## src/hw/rtl/tlce_pkg.sv

```systemverilog
package tlce_pkg;

    typedef enum logic [1:0] {
        ST_IDLE,
        ST_EXEC,
        ST_SCAN
    } t_state;

    localparam logic [1:0] ACT_START = 2'd0;
    localparam logic [1:0] ACT_LOAD  = 2'd1;
    localparam logic [1:0] ACT_CLEAR = 2'd2;
    localparam logic [1:0] ACT_CHAR  = 2'd3;

    localparam logic [2:0] CMD_NONE    = 3'd0;
    localparam logic [2:0] CMD_ASCII   = 3'd1;
    localparam logic [2:0] CMD_TABLE   = 3'd2;
    localparam logic [2:0] CMD_MISSING = 3'd3;
    localparam logic [2:0] CMD_STOPPED = 3'd4;
    localparam logic [2:0] CMD_FULL    = 3'd5;

    localparam logic [2:0] CFG_SCREEN_W = 3'd0;
    localparam logic [2:0] CFG_SCREEN_H = 3'd1;
    localparam logic [2:0] CFG_ASCII_W  = 3'd2;
    localparam logic [2:0] CFG_ASCII_H  = 3'd3;
    localparam logic [2:0] CFG_WIDE_W   = 3'd4;
    localparam logic [2:0] CFG_WIDE_H   = 3'd5;

    localparam logic [7:0]  CHAR_LF    = 8'h0A;
    localparam logic [7:0]  CHAR_FIRST = 8'h20;
    localparam logic [7:0]  CHAR_LAST  = 8'h7E;
    localparam logic [10:0] CUR_MAX    = 11'd2047;

    typedef struct packed {
        logic load_item;
        logic exec;
        logic scan;
        logic finish;
    } t_ctl;

    typedef struct packed {
        logic is_wide;
        logic scan_done;
        logic out_free;
    } t_sts;

    typedef struct packed {
        logic [2:0]  command;
        logic [10:0] draw_x;
        logic [10:0] draw_y;
        logic [6:0]  glyph_width;
        logic [6:0]  glyph_height;
        logic [6:0]  glyph_index;
        logic [2:0]  bytes_consumed;
        logic [10:0] end_x;
        logic [10:0] end_y;
    } t_result;

    function automatic logic [10:0] sat_add(input logic [10:0] a, input logic [10:0] b);
        logic [11:0] s;
        s = {1'b0, a} + {1'b0, b};
        return s[11] ? CUR_MAX : s[10:0];
    endfunction

endpackage

```

## src/hw/rtl/tlce_ctrl.sv

```systemverilog
module tlce_ctrl (
    input  logic           i_clk,
    input  logic           i_rst_n,
    input  logic           i_in_valid,
    output logic           o_in_ready,
    input  tlce_pkg::t_sts i_sts,
    output tlce_pkg::t_ctl o_ctl
);

    tlce_pkg::t_state r_state;
    tlce_pkg::t_state n_state;

    always_ff @(posedge i_clk) begin
        if (!i_rst_n) begin
            r_state <= tlce_pkg::ST_IDLE;
        end else begin
            r_state <= n_state;
        end
    end

    always_comb begin
        n_state = r_state;
        case (r_state)
            tlce_pkg::ST_IDLE: begin
                if (i_in_valid) begin
                    n_state = tlce_pkg::ST_EXEC;
                end
            end
            tlce_pkg::ST_EXEC: begin
                if (i_sts.is_wide) begin
                    n_state = tlce_pkg::ST_SCAN;
                end else if (i_sts.out_free) begin
                    n_state = tlce_pkg::ST_IDLE;
                end
            end
            tlce_pkg::ST_SCAN: begin
                if (i_sts.scan_done && i_sts.out_free) begin
                    n_state = tlce_pkg::ST_IDLE;
                end
            end
            default: n_state = tlce_pkg::ST_IDLE;
        endcase
    end

    always_comb begin
        o_in_ready = 1'b0;
        o_ctl      = '0;
        case (r_state)
            tlce_pkg::ST_IDLE: begin
                o_in_ready      = 1'b1;
                o_ctl.load_item = i_in_valid;
            end
            tlce_pkg::ST_EXEC: begin
                o_ctl.exec = i_sts.is_wide || i_sts.out_free;
            end
            tlce_pkg::ST_SCAN: begin
                o_ctl.scan   = 1'b1;
                o_ctl.finish = i_sts.scan_done && i_sts.out_free;
            end
            default: begin
                o_in_ready = 1'b0;
            end
        endcase
    end

endmodule

```

## src/hw/rtl/tlce_dp.sv

```systemverilog
module tlce_dp #(
    parameter int KEY_ENTRIES   = 64,
    parameter int KEY_MAX_BYTES = 4
) (
    input  logic              i_clk,
    input  logic              i_rst_n,
    input  tlce_pkg::t_ctl    i_ctl,
    output tlce_pkg::t_sts    o_sts,
    input  logic              i_cfg_valid,
    input  logic [2:0]        i_cfg_index,
    input  logic [10:0]       i_cfg_data,
    input  logic [1:0]        i_action,
    input  logic [10:0]       i_origin_x,
    input  logic [10:0]       i_origin_y,
    input  logic [10:0]       i_area_width,
    input  logic [2:0]        i_key_length,
    input  logic [7:0]        i_byte_0,
    input  logic [7:0]        i_byte_1,
    input  logic [7:0]        i_byte_2,
    input  logic [7:0]        i_byte_3,
    input  logic [2:0]        i_window_length,
    input  logic              i_out_ready,
    output logic              o_out_valid,
    output tlce_pkg::t_result o_res
);

    localparam int KW   = $clog2(KEY_ENTRIES + 1);
    localparam int AW   = (KEY_ENTRIES > 1) ? $clog2(KEY_ENTRIES) : 1;
    localparam int KCAP = (KEY_MAX_BYTES < 4) ? KEY_MAX_BYTES : 4;

    // configuration
    logic [10:0] r_screen_w, r_screen_h;
    logic [6:0]  r_ascii_w, r_ascii_h, r_wide_w, r_wide_h;

    always_ff @(posedge i_clk) begin
        if (!i_rst_n) begin
            r_screen_w <= 11'd240;
            r_screen_h <= 11'd320;
            r_ascii_w  <= 7'd8;
            r_ascii_h  <= 7'd16;
            r_wide_w   <= 7'd16;
            r_wide_h   <= 7'd16;
        end else if (i_cfg_valid) begin
            case (i_cfg_index)
                tlce_pkg::CFG_SCREEN_W: r_screen_w <= i_cfg_data;
                tlce_pkg::CFG_SCREEN_H: r_screen_h <= i_cfg_data;
                tlce_pkg::CFG_ASCII_W:  r_ascii_w  <= i_cfg_data[6:0];
                tlce_pkg::CFG_ASCII_H:  r_ascii_h  <= i_cfg_data[6:0];
                tlce_pkg::CFG_WIDE_W:   r_wide_w   <= i_cfg_data[6:0];
                tlce_pkg::CFG_WIDE_H:   r_wide_h   <= i_cfg_data[6:0];
                default: ;
            endcase
        end
    end

    // latched item
    logic [1:0]  r_it_action;
    logic [10:0] r_it_ox, r_it_oy, r_it_lw;
    logic [2:0]  r_it_klen, r_it_wlen;
    logic [7:0]  r_it_b0, r_it_b1, r_it_b2, r_it_b3;

    always_ff @(posedge i_clk) begin
        if (i_ctl.load_item) begin
            r_it_action <= i_action;
            r_it_ox     <= i_origin_x;
            r_it_oy     <= i_origin_y;
            r_it_lw     <= i_area_width;
            r_it_klen   <= i_key_length;
            r_it_b0     <= i_byte_0;
            r_it_b1     <= i_byte_1;
            r_it_b2     <= i_byte_2;
            r_it_b3     <= i_byte_3;
            r_it_wlen   <= i_window_length;
        end
    end

    // cursor state
    logic [10:0]   r_col, r_row, r_left, r_right;
    logic          r_halted;
    logic [KW-1:0] r_key_total;
    logic [10:0]   n_col, n_row, n_left, n_right;
    logic          n_halted;
    logic [KW-1:0] n_key_total;

    // key table
    logic [31:0] r_key_bytes [KEY_ENTRIES];
    logic [2:0]  r_key_len   [KEY_ENTRIES];
    logic        mem_we;
    logic [2:0]  load_len;

    // scan
    logic [KW-1:0] r_scan_cnt;
    logic [AW-1:0] r_rd_idx;
    logic [31:0]   r_rd_bytes;
    logic [2:0]    r_rd_len;
    logic          r_rd_vld;
    logic          scan_issue, scan_hit, scan_end, scan_adv;
    logic [2:0]    win_len;
    logic [3:0]    byte_ok;
    logic [AW+6:0] idx_ext;

    // exec arithmetic
    logic [6:0]  line_h, glyph_w;
    logic [11:0] start_sum, row_lh, col_w, row2_lh;
    logic [10:0] row_s, col_a, row_a;
    logic        is_lf, printable, stop0, wrap, stop, is_char, is_wide;

    // output
    logic                 r_out_valid;
    tlce_pkg::t_result    r_out;
    tlce_pkg::t_result    n_res;
    logic                 out_free, out_load;

    always_comb begin
        line_h    = (r_wide_h != 7'd0) ? r_wide_h : r_ascii_h;
        is_lf     = (r_it_b0 == tlce_pkg::CHAR_LF);
        printable = r_it_b0 inside {[tlce_pkg::CHAR_FIRST:tlce_pkg::CHAR_LAST]};
        glyph_w   = printable ? r_ascii_w : r_wide_w;
        start_sum = {1'b0, r_it_ox} + {1'b0, r_it_lw};
        row_lh    = {1'b0, r_row} + {5'b0, line_h};
        stop0     = row_lh > {1'b0, r_screen_h};
        col_w     = {1'b0, r_col} + {5'b0, glyph_w};
        wrap      = !stop0 && (col_w > {1'b0, r_right});
        row_s     = tlce_pkg::sat_add(r_row, {4'b0, line_h});
        row2_lh   = {1'b0, row_s} + {5'b0, line_h};
        stop      = stop0 || (wrap && (row2_lh > {1'b0, r_screen_h}));
        col_a     = wrap ? r_left : r_col;
        row_a     = wrap ? row_s : r_row;
        is_char   = (r_it_action == tlce_pkg::ACT_CHAR);
        is_wide   = is_char && !r_halted && !is_lf && !printable && !stop;
        load_len  = r_it_klen;
        if (load_len == 3'd0) begin
            load_len = 3'd1;
        end
        if (load_len > 3'(KCAP)) begin
            load_len = 3'(KCAP);
        end
    end

    // key match against the registered read
    always_comb begin
        win_len = r_it_wlen;
        if (win_len == 3'd0) begin
            win_len = 3'd1;
        end
        if (win_len > 3'd4) begin
            win_len = 3'd4;
        end
        byte_ok[0] = (r_rd_len <= 3'd0) || (r_rd_bytes[7:0]   == r_it_b0);
        byte_ok[1] = (r_rd_len <= 3'd1) || (r_rd_bytes[15:8]  == r_it_b1);
        byte_ok[2] = (r_rd_len <= 3'd2) || (r_rd_bytes[23:16] == r_it_b2);
        byte_ok[3] = (r_rd_len <= 3'd3) || (r_rd_bytes[31:24] == r_it_b3);
        scan_hit   = r_rd_vld && (r_rd_len != 3'd0) && (r_rd_len <= win_len) && (&byte_ok);
        scan_issue = r_scan_cnt < r_key_total;
        scan_end   = !scan_issue && !r_rd_vld;
        scan_adv   = i_ctl.scan && !scan_hit && !scan_end;
        idx_ext    = {7'b0, r_rd_idx};
    end

    always_comb begin
        out_free          = !r_out_valid || i_out_ready;
        o_sts.is_wide     = is_wide;
        o_sts.scan_done   = scan_hit || scan_end;
        o_sts.out_free    = out_free;
    end

    // next state and result
    always_comb begin
        n_col       = r_col;
        n_row       = r_row;
        n_left      = r_left;
        n_right     = r_right;
        n_halted    = r_halted;
        n_key_total = r_key_total;
        mem_we      = 1'b0;
        n_res       = '0;
        n_res.command = tlce_pkg::CMD_NONE;
        if (i_ctl.exec) begin
            case (r_it_action)
                tlce_pkg::ACT_START: begin
                    n_left   = r_it_ox;
                    n_col    = r_it_ox;
                    n_row    = r_it_oy;
                    n_halted = 1'b0;
                    if ((r_it_lw == 11'd0) || (start_sum > {1'b0, r_screen_w})) begin
                        n_right = r_screen_w;
                    end else begin
                        n_right = start_sum[10:0];
                    end
                end
                tlce_pkg::ACT_LOAD: begin
                    if (r_key_total >= KW'(KEY_ENTRIES)) begin
                        n_res.command = tlce_pkg::CMD_FULL;
                    end else begin
                        mem_we      = 1'b1;
                        n_key_total = r_key_total + KW'(1);
                    end
                end
                tlce_pkg::ACT_CLEAR: begin
                    n_key_total = '0;
                end
                default: begin
                    if (r_halted) begin
                        n_res.command = tlce_pkg::CMD_STOPPED;
                    end else if (is_lf) begin
                        n_col                = r_left;
                        n_row                = row_s;
                        n_res.bytes_consumed = 3'd1;
                    end else begin
                        n_col = col_a;
                        n_row = row_a;
                        if (stop) begin
                            n_halted      = 1'b1;
                            n_res.command = tlce_pkg::CMD_STOPPED;
                        end else if (printable) begin
                            n_res.command        = tlce_pkg::CMD_ASCII;
                            n_res.draw_x         = col_a;
                            n_res.draw_y         = row_a;
                            n_res.glyph_width    = r_ascii_w;
                            n_res.glyph_height   = r_ascii_h;
                            n_res.glyph_index    = 7'(r_it_b0 - tlce_pkg::CHAR_FIRST);
                            n_res.bytes_consumed = 3'd1;
                            n_col = tlce_pkg::sat_add(col_a, {4'b0, r_ascii_w});
                        end
                    end
                end
            endcase
        end else if (i_ctl.finish) begin
            n_res.draw_x       = r_col;
            n_res.draw_y       = r_row;
            n_res.glyph_width  = r_wide_w;
            n_res.glyph_height = r_wide_h;
            if (scan_hit) begin
                n_res.command        = tlce_pkg::CMD_TABLE;
                n_res.glyph_index    = idx_ext[6:0];
                n_res.bytes_consumed = r_rd_len;
            end else begin
                n_res.command        = tlce_pkg::CMD_MISSING;
                n_res.bytes_consumed = 3'd1;
            end
            n_col = tlce_pkg::sat_add(r_col, {4'b0, r_wide_w});
        end
        n_res.end_x = n_col;
        n_res.end_y = n_row;
        out_load    = i_ctl.finish || (i_ctl.exec && !is_wide);
    end

    always_ff @(posedge i_clk) begin
        if (!i_rst_n) begin
            r_col       <= '0;
            r_row       <= '0;
            r_left      <= '0;
            r_right     <= '0;
            r_halted    <= 1'b0;
            r_key_total <= '0;
        end else begin
            r_col       <= n_col;
            r_row       <= n_row;
            r_left      <= n_left;
            r_right     <= n_right;
            r_halted    <= n_halted;
            r_key_total <= n_key_total;
        end
    end

    always_ff @(posedge i_clk) begin
        if (mem_we) begin
            r_key_bytes[r_key_total[AW-1:0]] <= {r_it_b3, r_it_b2, r_it_b1, r_it_b0};
            r_key_len[r_key_total[AW-1:0]]   <= load_len;
        end
        if (scan_adv && scan_issue) begin
            r_rd_bytes <= r_key_bytes[r_scan_cnt[AW-1:0]];
            r_rd_len   <= r_key_len[r_scan_cnt[AW-1:0]];
            r_rd_idx   <= r_scan_cnt[AW-1:0];
        end
    end

    always_ff @(posedge i_clk) begin
        if (!i_rst_n) begin
            r_scan_cnt <= '0;
            r_rd_vld   <= 1'b0;
        end else if (i_ctl.exec) begin
            r_scan_cnt <= '0;
            r_rd_vld   <= 1'b0;
        end else if (scan_adv) begin
            r_rd_vld <= scan_issue;
            if (scan_issue) begin
                r_scan_cnt <= r_scan_cnt + KW'(1);
            end
        end
    end

    always_ff @(posedge i_clk) begin
        if (!i_rst_n) begin
            r_out_valid <= 1'b0;
        end else if (out_load) begin
            r_out_valid <= 1'b1;
        end else if (i_out_ready) begin
            r_out_valid <= 1'b0;
        end
    end

    always_ff @(posedge i_clk) begin
        if (out_load) begin
            r_out <= n_res;
        end
    end

    assign o_out_valid = r_out_valid;
    assign o_res       = r_out;

endmodule

```

## src/hw/rtl/text_layout_cursor_engine_top.sv

```systemverilog
// Text layout engine with a wrapping cursor. Items are taken one at a time.
// Start, load, clear, newline and ASCII or stopped character items are done
// in the execute state; a wide character then scans the key table, whose
// memory is read one entry per cycle in a sequential prefix scan, and yields
// the first table slot that matches or, if it misses every key, a missing
// result. A finished result sits in an output register; the next item is
// accepted while it waits to be taken, but that item's own result then waits
// inside the block until the register is free. Configuration writes are taken
// in any cycle and are expected only while the block is idle.
module text_layout_cursor_engine_top #(
    parameter int KEY_ENTRIES   = 64,
    parameter int KEY_MAX_BYTES = 4
) (
    input  logic        i_clk,
    input  logic        i_rst_n,
    input  logic        i_cfg_valid,
    output logic        o_cfg_ready,
    input  logic [2:0]  i_cfg_index,
    input  logic [10:0] i_cfg_data,
    input  logic        i_in_valid,
    output logic        o_in_ready,
    input  logic [1:0]  i_action,
    input  logic [10:0] i_origin_x,
    input  logic [10:0] i_origin_y,
    input  logic [10:0] i_area_width,
    input  logic [2:0]  i_key_length,
    input  logic [7:0]  i_byte_0,
    input  logic [7:0]  i_byte_1,
    input  logic [7:0]  i_byte_2,
    input  logic [7:0]  i_byte_3,
    input  logic [2:0]  i_window_length,
    output logic        o_out_valid,
    input  logic        i_out_ready,
    output logic [2:0]  o_command,
    output logic [10:0] o_draw_x,
    output logic [10:0] o_draw_y,
    output logic [6:0]  o_glyph_width,
    output logic [6:0]  o_glyph_height,
    output logic [6:0]  o_glyph_index,
    output logic [2:0]  o_bytes_consumed,
    output logic [10:0] o_end_x,
    output logic [10:0] o_end_y
);

    tlce_pkg::t_ctl    ctl;
    tlce_pkg::t_sts    sts;
    tlce_pkg::t_result res;

    assign o_cfg_ready = 1'b1;

    tlce_ctrl u_ctrl (
        .i_clk      (i_clk),
        .i_rst_n    (i_rst_n),
        .i_in_valid (i_in_valid),
        .o_in_ready (o_in_ready),
        .i_sts      (sts),
        .o_ctl      (ctl)
    );

    tlce_dp #(
        .KEY_ENTRIES   (KEY_ENTRIES),
        .KEY_MAX_BYTES (KEY_MAX_BYTES)
    ) u_dp (
        .i_clk           (i_clk),
        .i_rst_n         (i_rst_n),
        .i_ctl           (ctl),
        .o_sts           (sts),
        .i_cfg_valid     (i_cfg_valid),
        .i_cfg_index     (i_cfg_index),
        .i_cfg_data      (i_cfg_data),
        .i_action        (i_action),
        .i_origin_x      (i_origin_x),
        .i_origin_y      (i_origin_y),
        .i_area_width    (i_area_width),
        .i_key_length    (i_key_length),
        .i_byte_0        (i_byte_0),
        .i_byte_1        (i_byte_1),
        .i_byte_2        (i_byte_2),
        .i_byte_3        (i_byte_3),
        .i_window_length (i_window_length),
        .i_out_ready     (i_out_ready),
        .o_out_valid     (o_out_valid),
        .o_res           (res)
    );

    assign o_command        = res.command;
    assign o_draw_x         = res.draw_x;
    assign o_draw_y         = res.draw_y;
    assign o_glyph_width    = res.glyph_width;
    assign o_glyph_height   = res.glyph_height;
    assign o_glyph_index    = res.glyph_index;
    assign o_bytes_consumed = res.bytes_consumed;
    assign o_end_x          = res.end_x;
    assign o_end_y          = res.end_y;

endmodule
```

## config.mk

```make
export PLATFORM = sky130hd
export DESIGN_NAME = text_layout_cursor_engine_top
export DESIGN_NICKNAME = d
export VERILOG_FILES = /design/src/hw/rtl/tlce_pkg.sv /design/src/hw/rtl/tlce_ctrl.sv /design/src/hw/rtl/tlce_dp.sv /design/src/hw/rtl/text_layout_cursor_engine_top.sv
export SDC_FILE = /design/constraint.sdc
export NUM_CORES = 2
export LEC_CHECK = 0
export BUFFER_PORTS_ARGS = -buffer_cell sky130_fd_sc_hd__buf_2
export CAP_MARGIN = 0
export CORE_MARGIN = 2
export CORE_UTILIZATION = 40
export CTS_CLUSTER_SIZE = 14
export DETAILED_ROUTE_END_ITERATION = 6
export SYNTH_ARGS = -nofsm -noshare
export SYNTH_HDL_FRONTEND = slang
export SYNTH_SLANG_ARGS = --single-unit
export TNS_END_PERCENT = 1
```

## constraint.sdc

```tcl
create_clock -name i_clk -period 26.2 [get_ports i_clk]
set_input_delay 1.31 -clock i_clk [delete_from_list [all_inputs] [get_ports i_clk]]
set_output_delay 1.31 -clock i_clk [all_outputs]
set_load 0.05 [all_outputs]
```

Word level (Yosys, flattened, before mapping)
Memory sizes are Yosys's and may differ from the RTL's. A register that Yosys moved wholly into a read port is not among the register bits. Index checks and enable logic that the tools add are counted.

$add $sub $neg: 9. Order comparisons: 15. Eq/ne operators: 19. Muxes and demuxes: 60. Bitwise operators: 2. Reduce and logical (&&, ||, !) cells: 63.

Operator list (count): two-way mux 46 bit (4); two-way mux 11 bit (15); two-way mux 49 bit (2); adder 11 x 7 -> 12 bit (5); greater-than comparator 12 x 11 -> 1 bit (4); two-way mux 47 bit (1); case mux 11 bit (2 select lines) (2); == test 8 bit (4); two-way mux 3 bit (9); two-way mux 7 bit (3); AND reduction 2 bit (9); logical AND 1 bit (16); adder 7 x 1 -> 7 bit (second input constant) (2); two-way mux 1 bit (14); case mux 7 bit (2 select lines) (1); adder 11 x 11 -> 12 bit (1); zero test 1 bit (11); zero test 11 bit (1); logical OR 1 bit (10); two-way mux 2 bit (5); zero test 3 bit (3); == test 8 x 4 -> 1 bit (second input constant) (1); greater-or-equal comparator 8 x 6 -> 1 bit (second input constant) (1); <= comparator 8 x 7 -> 1 bit (second input constant) (1); 28 further kinds (43).

Register bits after elaboration: 263. Memory bits (writable): 2240. Bits of input ports: 92. Logic and storage cells: 206. Memories kept: 2.

Memory list: u_dp.r_key_bytes (depth 64, bits a word 32, read ports 1, clocked after memory_dff 1, write ports 1, line tlce_dp.sv:86) `logic [31:0] r_key_bytes [KEY_ENTRIES];`; u_dp.r_key_len (depth 64, bits a word 3, read ports 1, clocked after memory_dff 1, write ports 1, line tlce_dp.sv:87) `logic [2:0] r_key_len [KEY_ENTRIES];`.

Depth between registers and ports, before layout
Word-level depth: 15. Mapped depth: 37. Mapped depth without buffers: 35.

Cells and area by module
Synthesis repeated with hierarchy kept, for this count alone.

Cells, all modules: 4875. Area total of the unflattened synthesis: 101339.7 µm².

By module, submodules not included: tlce_dp (instances 1, cells each 4859, area an instance 101212.1 µm², sequential area each 75042.0 µm²); tlce_ctrl (instances 1, cells each 14, area an instance 116.4 µm², sequential area each 40.0 µm²); text_layout_cursor_engine_top (instances 1, cells each 2, area an instance 11.3 µm², sequential area each 0.0 µm²).

Worst setup path before layout
Ideal clock, no wire load.

Path type: register to register. From: register u_dp.r_wide_h[6]. To: memory u_dp.r_key_bytes[0][0] (enable). Arrival: 9.300 ns. Required time: 25.685 ns. Slack: 16.385 ns. Stages on the path, launching flop included: 28. Buffers on the path: 2. Period minus slack after synthesis: 9.815 ns. Cell sequence: dfxtp_1 -> nor4_2 -> and3_1 -> a21o_1 -> ha_1 -> a211o_1 -> a21oi_2 -> a211o_1 -> buf_1 -> a21oi_1 -> fa_1 -> a21o_1 -> a21oi_1 -> o21bai_1 -> a21oi_1 -> o21bai_1 -> a211oi_1 -> a21oi_1 -> ha_1 -> nand2_1 -> nor4_1 -> a221oi_2 -> o32ai_4 -> o211ai_2 -> a21oi_4 -> nand4_1 -> clkbuf_1 -> nor4_1.

Longest elaborated chain between the ends: 15. Elaborated cells between the ends (all ways): 18. Classes of those cells: add/sub (2); order compare (2); mux (6); reduce/logical (8).

RTL lines: from (decl) (line tlce_dp.sv:33) `logic [6:0] r_ascii_w, r_ascii_h, r_wide_w, r_wide_h;`; from (signal assigned) (line tlce_dp.sv:50) `tlce_pkg::CFG_WIDE_H: r_wide_h <= i_cfg_data[6:0];`; nonzero test 7 bit (line tlce_dp.sv:115) `line_h = (r_wide_h != 7'd0) ? r_wide_h : r_ascii_h;`; two-way mux 7 bit (*) (line tlce_dp.sv:115); adder 11 x 7 -> 12 bit (line tlce_pkg.sv:60, tlce_dp.sv:120); two-way mux 11 bit / greater-than comparator 12 x 11 -> 1 bit (equally long branches) (line tlce_pkg.sv:61, tlce_dp.sv:121); adder 11 x 7 -> 12 bit / zero test 1 bit (equally long branches) (line tlce_dp.sv:125, tlce_dp.sv:123); greater-than comparator 12 x 11 -> 1 bit / logical AND 1 bit (equally long branches) (line tlce_dp.sv:126, tlce_dp.sv:123); logical AND 1 bit (line tlce_dp.sv:126) `stop = stop0 || (wrap && (row2_lh > {1'b0, r_screen_h}));`; logical OR 1 bit (*) (line tlce_dp.sv:126); zero test 1 bit (*) (line tlce_dp.sv:130) `is_wide = is_char && !r_halted && !is_lf && !printable && !stop;`; logical AND 1 bit (*) (line tlce_dp.sv:130); logical OR 1 bit (*) (line tlce_ctrl.sv:54) `o_ctl.exec = i_sts.is_wide || i_sts.out_free;`; two-way mux 1 bit (*) (line tlce_ctrl.sv:48) `case (r_state)`; two-way mux 1 bit (*) (line tlce_dp.sv:178) `if (i_ctl.exec) begin`; two-way mux 1 bit (*) (line tlce_dp.sv:267) `if (mem_we) begin`; two-way mux 1 bit (not written as such) (*) (line tlce_dp.sv:268) `r_key_bytes[r_key_total[AW-1:0]] <= {r_it_b3, r_it_b2, r_it_b1, r_it_b0};`; to (decl) (line tlce_dp.sv:86).

Mark *: on every way between the ends. The rest lies on a longest branch, timed or not.

Final worst setup path
From: register u_dp.r_it_b0[6]. To: register u_dp.r_col[8].

Longest elaborated chain between the ends: 15. Elaborated cells between the ends (all ways): 35. Classes of those cells: add/sub (2); order compare (3); eq/ne (2); mux (12); reduce/logical (16).

RTL lines: from (decl) (line tlce_dp.sv:60) `logic [7:0] r_it_b0, r_it_b1, r_it_b2, r_it_b3;`; from (signal assigned) (line tlce_dp.sv:69) `r_it_b0 <= i_byte_0;`; greater-or-equal comparator 8 x 6 -> 1 bit / <= comparator 8 x 7 -> 1 bit (equally long branches) (line tlce_dp.sv:117) `printable = r_it_b0 inside {[tlce_pkg::CHAR_FIRST:tlce_pkg::CHAR_LAST]};`; logical AND 1 bit (line tlce_dp.sv:117); two-way mux 7 bit (line tlce_dp.sv:118) `glyph_w = printable ? r_ascii_w : r_wide_w;`; adder 11 x 7 -> 12 bit (line tlce_dp.sv:122) `col_w = {1'b0, r_col} + {5'b0, glyph_w};`; greater-than comparator 12 x 11 -> 1 bit (line tlce_dp.sv:123) `wrap = !stop0 && (col_w > {1'b0, r_right});`; logical AND 1 bit (line tlce_dp.sv:123); two-way mux 11 bit (line tlce_dp.sv:127) `col_a = wrap ? r_left : r_col;`; adder 11 x 7 -> 12 bit (line tlce_pkg.sv:60) `s = {1'b0, a} + {1'b0, b};`; two-way mux 11 bit (line tlce_pkg.sv:61) `return s[11] ? CUR_MAX : s[10:0];`; two-way mux 11 bit (line tlce_dp.sv:215) `end else if (printable) begin`; two-way mux 11 bit (line tlce_dp.sv:212) `if (stop) begin`; two-way mux 11 bit (line tlce_dp.sv:205) `end else if (is_lf) begin`; two-way mux 11 bit (line tlce_dp.sv:203) `if (r_halted) begin`; case mux 11 bit (2 select lines) (line tlce_dp.sv:179) `case (r_it_action)`; two-way mux 11 bit (*) (line tlce_dp.sv:178); to (signal assigned) (line tlce_dp.sv:257) `r_col <= n_col;`; to (decl) (line tlce_dp.sv:78) `logic [10:0] r_col, r_row, r_left, r_right;`.

Marks and branches as above. A chain may end at the register's enable or synchronous reset.

==> summary.txt <==
Vias/cell - 5.78
Main area contributors after synthesis - edfxtp_1, mux4_2, dfxtp_1, ha_1, nand2_1
Wirelength per Cell - 28.7 um
Post-Synth Simple-Gate Area - 2.60%
Post-placement cell count - 8301
Core Region - 252000 um2
CTS Buf Count - 280
Data arrival time of the worst path - 9.54 ns
Compound-Gate Fraction of Synth Area - 2.93%
DRT iter0 DRCs - 6041
Die width - 507 um
Met1 usage - 28.6%
Synth area leader - edfxtp_1
Layout cells sized above 1 - 29.2%
Syn_nets - 5056
Final period utilization - 33.5%
Crit end category - flip-flop
Final Core Density - 46.1%
Fin. Hold Viols - 0
R2R setup slack - 17.44 ns
Synthesized cell area - 101000 um2
YS warnings - 0
Delay of the slowest critical-path stage - 0.99 ns
Post-synth EDFFs - 2425
DRT antenna net count - 0
Global placer's final weighted congestion - 0.881
Final setup fails - 0
Hold/Removal Path Class - reg2reg
Fraction of the mapped netlist area in adder cells - 1.44%
# fillers - 20.8k
Fmax - 0.114 GHz
CTS Root Cell - clkbuf_16
GRT met2 Usage - 30.0%
GRT Residual Overflow - 0
Die height - 507 um
Critical Path Stages - 33
Clk slew on worst S/H paths - 0.07 ns
Sequential fraction of the synthesis area - 74.0%
IO Port Bufs - 164
Seq. cell area - 75100 um2
RSZ-0062 raised after global routing - no
Critical R2R Launch - u_dp.r_it_b0[6]$_DFFE_PP_
Yosys reg bits - 2538
Maximum fanout along the worst path - 69
Leakage power - 35.9 nW
Status - finished, final reports clean
Multi-input gate area - 25400 um2
Crit start category - flip-flop
Slowest cell on the critical path - a311oi_1
Initial antenna violation count - 29
Cts hold-fix bufs - 0
CTS Buffer Depth - 4
Max Cap Violations - 0
Main combinational cell family by area after synthesis - multiplexers
# DRC - 0
XOR/XNOR Fraction of Synth Area - 0.656%
CP delay by family, top - compound AO/OA/AOI/OAI gates
Global-route wire length before repair - 364000 um
Max-slew violation count - 0
Setup TNS - 0 ns
Layout Cells excl Fill - 8771
Full die area - 258000 um2
PD cells - 73.2 nW/um2
Worst Setup EP - u_dp.r_col[8]$_SDFF_PN0_
I/O pin cnt - 166
Worst slack at placement - 17.53 ns
Final worst setup slack - 17.44 ns
Worst r2r dst - u_dp.r_col[8]$_SDFF_PN0_
Worst VDD drop - 52.2 uV
Min cycle time layout - 8.76 ns
Clock skew - 0.0723 ns
Critical path required time - 26.98 ns
Nets - 5440
Initial Util - 40.3%
CTS tree - built
Worst skew pair latency - 0.92 ns
Worst Reg-to-Reg Cells - 33
Placed wire-length estimate - 151000 um
Crit path buf inv count - 5
Area delta synth->final - 14.3%
Relative slew margins - 17.0%
Most common cell in the netlist - edfxtp_1
Vias in the first global route - 50.7k
Count of unique library cells instantiated by Yosys - 80
Avg Inst Size Synth - 20.9 um2
Total iterations of the first detailed-routing run - 5
Crit Path Class - reg2reg
CTS sink count - 2538
H-tree Lvls - 5
Share of the synthesized area in the top cell type - 71.8%
Post-synthesis mux area share - 17.0%
CP dominant cell by count - o21ai_0
Synthesized instance count - 4851
Gr usage total - 19.4%
Largest net degree at the start of global routing - 133
Top Usage Layer GRT - met2
Post-CTS Setup Bufs - 0
Met3 Usage GRT - 3.34%
Ys async rst share - 0%
CP startpoint - u_dp.r_it_b0[6]$_DFFE_PP_
Row count - 184
Vias - 50.7k
Tightest Pin Transition - 1.24 ns
Primary FF master, synth - edfxtp_1
Post_cts resized - 0
Top cells by count, synth - edfxtp_1, mux4_2, nand2_1
WL final - 252000 um
-- logic make-up after synthesis --
kind of cell / Yosys count
mux: 803
fa+ha+maj: 113
flops: 2538
xor+xnor: 76
buf+inv: 343
compound gates: 422
other cells: 1
simple gates: 555
-- state kept, by name, summed over array words and instances (netlist names), 32 cells and up --
name / flops
u_dp.r_key_bytes: 2048
u_dp.r_key_len: 192
u_dp.o_res: 71
u_dp.r_rd_bytes: 32
-- worst min-delay path by stage --
stage	startpoint	to	slack, ns	cells after the start
finish	u_dp.r_screen_h[9]$_SDFFE_PN0P_	u_dp.r_screen_h[9]$_SDFFE_PN0P_	0.46	2
global route	u_dp.r_screen_h[9]$_SDFFE_PN0P_	u_dp.r_screen_h[9]$_SDFFE_PN0P_	0.48	2
CTS	u_dp.r_screen_h[9]$_SDFFE_PN0P_	u_dp.r_screen_h[9]$_SDFFE_PN0P_	0.46	2
detailed placement	u_dp.r_screen_h[9]$_SDFFE_PN0P_	u_dp.r_screen_h[9]$_SDFFE_PN0P_	0.45	2
global placement	u_dp.r_screen_h[3]$_SDFFE_PN0P_	u_dp.r_screen_h[3]$_SDFFE_PN0P_	0.45	2
floorplan	u_dp.r_scan_cnt[0]$_SDFFE_PP0P_	u_dp.r_rd_idx[0]$_DFFE_PP_	0.43	0
-- routing by layer --
layer / up-vias / part of all wire [%]
met4: 0 / 2.5
li1: 21100 / -
met1: 27200 / 44
met2: 2004 / 47
met3: 374 / 7.4
met5: - / 0
-- power breakdown --
group          internal, mW  total (mW)  switching [mW]
sequential             4.47        4.49          0.0168
clock                  2.18        3.70            1.53
combinational        0.0775       0.291           0.214
total                  6.72        8.48            1.76
-- area by class of cell --
class	instances	share of cell area, %
Inverter	82	0.266
Sequential cell	2538	64.8
Clock inverter	127	0.953
Antenna cell	2	0.00432
Timing Repair Buffer	363	2.05
Clock buffer	341	6.39
Tap cell	3348	3.61
Multi-Input combinational cell	1970	21.9
-- layout by cell type (no fill, tap or decap), types with 103 or more instances in the layout --
cell type  instances
edfxtp_1        2425
mux4_2           735
clkbuf_16        287
nand2_1          202
buf_4            194
buf_2            164
nor2_1           108
ha_1             107
dfxtp_1          107
a21oi_1          103
-- tightest hold or removal path, delay by kind of cell, from the launching register on --
family             cells  cell delay, ns
AOI/OAI and AO/OA      1            0.05
DFF                    1            0.31
and+or+nand+nor        1            0.05
-- stage by stage --
step	hold WS [ns]	total power [mW]	cell area, um2
4_1_cts	0.462	8.56	116000
6_report	0.463	8.48	116000
3_5_place_dp	0.453	4.86	107000
2_1_floorplan	0.435	4.75	101000
3_3_place_gp	0.449	4.85	107000
5_1_grt	0.479	8.74	116000
(Power assumes the default switching activity.)
